[src/rtl/ibop_ram.sv]
// Generic single-write, single-read RAM with registered read data.
// No dependencies.
`default_nettype none
module ibop_ram #(
    parameter int WIDTH = 8,
    parameter int DEPTH = 256
) (
    input  wire logic                     clk,
    input  wire logic                     we,
    input  wire logic [$clog2(DEPTH)-1:0] waddr,
    input  wire logic [WIDTH-1:0]         wdata,
    input  wire logic [$clog2(DEPTH)-1:0] raddr,
    output logic      [WIDTH-1:0]         rdata
);
    logic [WIDTH-1:0] mem [DEPTH];

    always_ff @(posedge clk)
    begin
        if (we)
        begin
            mem[waddr] <= wdata;
        end
        rdata <= mem[raddr];
    end
endmodule
`default_nettype wire

[config.mk]
export PLATFORM = sky130hd
export DESIGN_NAME = ibop_ram
export DESIGN_NICKNAME = d
export VERILOG_FILES = /design/src/rtl/ibop_ram.sv
export SDC_FILE = /design/constraint.sdc
export NUM_CORES = 2
export LEC_CHECK = 0
export BUFFER_PORTS_ARGS = -buffer_cell sky130_fd_sc_hd__buf_2
export CAP_MARGIN = 20
export CORE_ASPECT_RATIO = 0.7
export CORE_MARGIN = 2
export CORE_UTILIZATION = 60
export CTS_BUF_LIST = sky130_fd_sc_hd__clkbuf_4 sky130_fd_sc_hd__clkbuf_8
export CTS_CLUSTER_SIZE = 25
export DETAILED_ROUTE_END_ITERATION = 8
export PLACE_DENSITY = 0.76
export SLEW_MARGIN = 30
export SYNTH_ARGS = -nofsm -noshare
export SYNTH_HDL_FRONTEND = slang
export SYNTH_SLANG_ARGS = --single-unit
[constraint.sdc]
create_clock -name clk -period 2.7 [get_ports clk]
set_input_delay 0.54 -clock clk [delete_from_list [all_inputs] [get_ports clk]]
set_output_delay 0.54 -clock clk [all_outputs]
set_load 0.05 [all_outputs]
-- Yosys cells after proc, flatten, opt, wreduce, memory -nomap -nowiden
Memories as Yosys holds them, arrays and structs flattened. A register that Yosys moved wholly into a read port is not among the register bits.
Index checks and enable logic that the tools add are counted.
- memory bits (writable): 2048
- output and inout port bits: 8
- memories: 1
- logic and storage cells: 3
- flip-flop bits (word level): 0
- input port bits: 26
- muxes and demuxes: 2
- memory list (memory ; depth ; width ; rd ports ; clocked after memory_dff ; write ports ; RTL line ; source):
    mem ; 256 ; 8 ; 1 ; 1 ; 1 ; 15 ; logic [WIDTH-1:0] mem [DEPTH];
- operators with widths (cell ; number):
    $mux 1 ; 2

-- Depth between registers and ports, before layout
- word-level depth: 2
- depth in mapped cells: 11
- gate-level depth less buffers: 6

-- Worst setup path before layout
Ideal clock, no wire load.
- path type: input port to flip-flop
- start: input port raddr[0]
- end: register rdata[2] (read register of mem)
- required time: 2.569 ns
- setup slack: 0.222 ns
- stages on the path: 9
- path buffers: 4
- arrival time: 2.347 ns
- library setup time: 0.131 ns
- cell sequence: buf_6 -> buf_12 -> buf_8 -> buf_2 -> mux4_2 -> a22oi_1 -> a21oi_1 -> nor4_1 -> nor4_2
- RTL lines (element ; RTL line ; source):
    start, declared ; 12 ; input wire logic [$clog2(DEPTH)-1:0] raddr,
    end, declared ; 13 ; output logic [WIDTH-1:0] rdata

==> flow_metrics.env <==
export IMPL_path_class_of_the_lowest_slack_min_delay_path="input port to flop"
export IMPL_syn_cell_area_um2=79600
export IMPL_vias=42847
export IMPL_final_core_util_pct=70.4
export IMPL_count_of_buffers_inserted_at_the_top_level_ports=33
export IMPL_area_growth_pct=16.2
export IMPL_total_switching_power_w=0.0137
export IMPL_worst_setup_timing_slack_at_the_placement_stage_ns=-0.936
export IMPL_layout_drive_gt1_share_pct=34.7
export IMPL_cts_max_level=5
export IMPL_min_to="mem[72][4]$_DFFE_PP_"
export IMPL_synthMostInstantiatedCell="sky130_fd_sc_hd__edfxtp_1"
export IMPL_die_h_um=309
export IMPL_total_leakage_power_nw=30.3
export IMPL_wire_per_inst_um=30.8
export IMPL_worst_r2r_startpoint="mem[195][2]$_DFFE_PP_"
export IMPL_max_clock_path_buffers=4
export IMPL_max_vdd_ir_drop_mv=0.649
export IMPL_maxCapViolCount=0
export IMPL_grt_start_max_net_pins=88
export IMPL_yosysUniqueCellTypes=55
export IMPL_globalplace_congestion=0.892
export IMPL_path_clk_slew_ns=0.06
export IMPL_critPathTopFamily="simple AND/OR/NAND/NOR gates"
export IMPL_max_slew_margin_vs_limit_pct=40.3
export IMPL_critical_path_max_stage_delay_ns=0.78
export IMPL_placedInstanceArea_um2=86800
export IMPL_cts_buffers=306
export IMPL_synth_edff_count=2048
export IMPL_worst_path_most_repeated_cell="sky130_fd_sc_hd__buf_4"
export IMPL_fp_coreArea_um2=131000
export IMPL_switching_share_pct=21.8
export IMPL_area_share_of_the_leading_cell_type_in_the_synthesized_netlist_pct=77.3
export IMPL_yosys_area_top_type="sky130_fd_sc_hd__edfxtp_1"
export IMPL_synthesis_nets=3759
export IMPL_synth_top_cells_by_area="sky130_fd_sc_hd__edfxtp_1 (77%), sky130_fd_sc_hd__mux4_2 (13%), sky130_fd_sc_hd__mux2i_1 (1.7%)"
export IMPL_pwr_density_cell_nw_per_um2=680
export IMPL_cts_setup_buffers=0
export IMPL_hold_viol_final=0
export IMPL_whs_path_depth=1
export IMPL_hold_path_startpoint="wdata[4]"
export IMPL_groute_layer_met3_usage_pct=9.12
export IMPL_timing_clock_skew_ns=0.0665
export IMPL_first_pass_iters=6
export IMPL_postSynthCellCount=3733
export IMPL_critical_path_cell_count=7
export IMPL_fp_rows=111
export IMPL_critical_path_fanouts_max=1
export IMPL_route_detailed_drc=0
export IMPL_worstPathArrival_ns=3.49
export IMPL_synth_flop_cell="sky130_fd_sc_hd__edfxtp_1"
export IMPL_drtIter0Drc=7098
export IMPL_power_frac_comb_pct=6.1
export IMPL_postSynthRegisterBits=2056
export IMPL_worst_skew_pair_late_latency_ns=1.03
export IMPL_synth_async_sr_flop_share_pct=0
export IMPL_finalNetCount=4560
export IMPL_grt_pass1_vias=42174
export IMPL_cts_root_buf="sky130_fd_sc_hd__clkbuf_8"
export IMPL_dpl_hpwl_mm=133
export IMPL_gr_usage_met2_pct=42.0
export IMPL_crit_path_start_kind="flop"
export IMPL_antenna_violation_net_count_after_detailed_routing=0
export IMPL_post_place_cells=5974
export IMPL_clkPwrFrac_pct=37.9
export IMPL_register_area_share_after_synthesis_pct=77.5
export IMPL_drt_total_wl_mm=200
export IMPL_clock_sinks=2056
export IMPL_final_min_period_over_clock_period_pct=97.0
export IMPL_grt_antenna_before_repair=15
export IMPL_worst_setup_path_type="flop to flop"
export IMPL_slew_viol_final=0
export IMPL_final_area_um2=92500
export IMPL_dieWidth_um=439
export IMPL_grt_most_used_layer="met1"
export IMPL_track_usage_pct=30.1
export IMPL_r2r_setup_slack_ns=0.08
export IMPL_end_kind="flop"
export IMPL_tightestPinTransition_ns=0.887
export IMPL_vias_per_cell=6.60
export IMPL_status="finished clean"
export IMPL_setup_viol=0
export IMPL_critical_path_slowest_cell="sky130_fd_sc_hd__nor4_1"
export IMPL_synth_top_cells_by_count="sky130_fd_sc_hd__edfxtp_1 (2,048), sky130_fd_sc_hd__mux4_2 (454), sky130_fd_sc_hd__nor2_1 (282)"
export IMPL_endpoint_of_the_worst_slack_reg_to_reg_timing_path="rdata[2]$_DFF_P_"
export IMPL_grt_remaining_overflow=0
export IMPL_crit_required_ns=3.57
export IMPL_cts_tree="built"
export IMPL_crit_path_cell_trace="mux4_2 > a22oi_1 > buf_4 > a21oi_1 > nor4_1 > buf_4 > nor4_2"
export IMPL_cellInternalPower_w=0.0492
export IMPL_num_io_pins=34
export IMPL_seq_power_share_pct=56.0
export IMPL_floorplan_initialDensity_pct=60.6
export IMPL_rsz0062_at_grt="no"
export IMPL_maxClockFrequency_mhz=382
export IMPL_synth_warnings=0
export IMPL_synth_area_per_inst_um2=21.3
export IMPL_finalSetupTns_ns=0
export IMPL_min_period_ns=2.62
export IMPL_grt_pass1_wl_mm=291
export IMPL_gr_usage_met1_pct=46.3
export IMPL_worst_path_buf_inv=2
export IMPL_post_route_worst_setup_slack_ns=0.0803
export IMPL_worst_r2r_path_depth=7
export IMPL_die_area_um2=136000
export IMPL_instances_no_fill=6495
[registers in the layout, indices dropped and copies added, names as in the netlist]
| register | count |
|---|---|
| mem | 2048 |
| rdata | 8 |
[layout make-up]
cell class / instances / area [µm²]
fillers: 7541 / 38800
clock buffers: 410 / 5050
clock inverters: 101 / 548
repair buffers: 726 / 6470
inverters: 2 / 7.51
diodes: 7 / 17.5
well taps: 1751 / 2190
multi-input cells: 1442 / 16500
flip-flops and latches: 2056 / 61700
[metrics by stage]
stage	power (W)	hold WS, ns
finish	0.0629	0.122
global route	0.0646	0.110
CTS	0.0631	0.0502
detailed placement	0.0396	1.06
global placement	0.0396	1.04
floorplan	0.0377	0.639
[placed cells by master (no fill, tap or decap), types with 3 or more instances in the layout]
cell	netlist	final
sky130_fd_sc_hd__edfxtp_1	2048	2048
sky130_fd_sc_hd__buf_4	27	612
sky130_fd_sc_hd__mux4_2	454	454
sky130_fd_sc_hd__clkbuf_8	0	324
sky130_fd_sc_hd__nor2_1	282	279
sky130_fd_sc_hd__mux2i_1	134	134
sky130_fd_sc_hd__a22oi_1	133	133
sky130_fd_sc_hd__a21oi_1	96	96
sky130_fd_sc_hd__clkbuf_4	0	94
sky130_fd_sc_hd__buf_12	8	80
sky130_fd_sc_hd__clkinv_1	1	67
sky130_fd_sc_hd__o221ai_1	46	46
sky130_fd_sc_hd__nand3_1	34	34
sky130_fd_sc_hd__nand2_1	33	33
sky130_fd_sc_hd__o22ai_1	28	28
sky130_fd_sc_hd__nor2b_1	31	28
sky130_fd_sc_hd__clkinv_2	0	23
sky130_fd_sc_hd__nor4_1	24	21
sky130_fd_sc_hd__buf_2	31	21
sky130_fd_sc_hd__nor3_1	22	20
sky130_fd_sc_hd__a211oi_1	16	16
sky130_fd_sc_hd__a221oi_1	13	13
sky130_fd_sc_hd__nand4_1	10	10
sky130_fd_sc_hd__o211ai_1	10	10
sky130_fd_sc_hd__o21ai_0	10	10
sky130_fd_sc_hd__nand2b_1	8	8
sky130_fd_sc_hd__a22o_1	8	8
sky130_fd_sc_hd__dfxtp_1	8	8
sky130_fd_sc_hd__diode_2	0	7
sky130_fd_sc_hd__and2_1	6	6
sky130_fd_sc_hd__nor4_2	3	6
sky130_fd_sc_hd__o22a_1	5	5
sky130_fd_sc_hd__or2_2	4	4
sky130_fd_sc_hd__o32ai_1	4	4
sky130_fd_sc_hd__clkinvlp_4	0	4
sky130_fd_sc_hd__bufinv_16	0	4
sky130_fd_sc_hd__nor2_4	0	3
sky130_fd_sc_hd__inv_6	0	3
sky130_fd_sc_hd__dlygate4sd3_1	0	3
[power by group through the flow]
stage	sequential [W]	clock (W)	combinational, W
floorplan	0.0360	0	0.00171
global placement	0.0359	0	0.00365
global route	0.0352	0.0255	0.00396
CTS	0.0352	0.0242	0.00375
detailed placement	0.0359	0	0.00374
finish	0.0352	0.0238	0.00381
[kinds of logic after synthesis]
group,after synthesis,share of synthesized area (%)
compound gates,385,3.42
simple gates,466,2.63
flops,2056,77.5
mux,591,14.6
buf+inv,235,1.83
[per-layer routing]
layer	up-vias	share of wire (%)
li1	17302	-
met1	21854	38
met2	3318	44
met3	369	15
met4	4	2.7
met5	-	0.11
[timing repair]
action                     in CTS  in global routing
pin swaps                       0                  0
gates resized for setup         1                  1
hold endpoints to repair       70                  0
setup endpoints to repair       1                  1
hold buffers                    3                  0
[how the worst max path moves through the flow]
stage,start,endpoint
after floorplan,raddr[0],rdata[2]$_DFF_P_
after global placement,raddr[0],rdata[4]$_DFF_P_
after detailed placement,raddr[0],rdata[1]$_DFF_P_
after CTS,mem[139][4]$_DFFE_PP_,rdata[4]$_DFF_P_
after global routing,mem[195][2]$_DFFE_PP_,rdata[2]$_DFF_P_
final,mem[195][2]$_DFFE_PP_,rdata[2]$_DFF_P_
(Power assumes the default switching activity.)
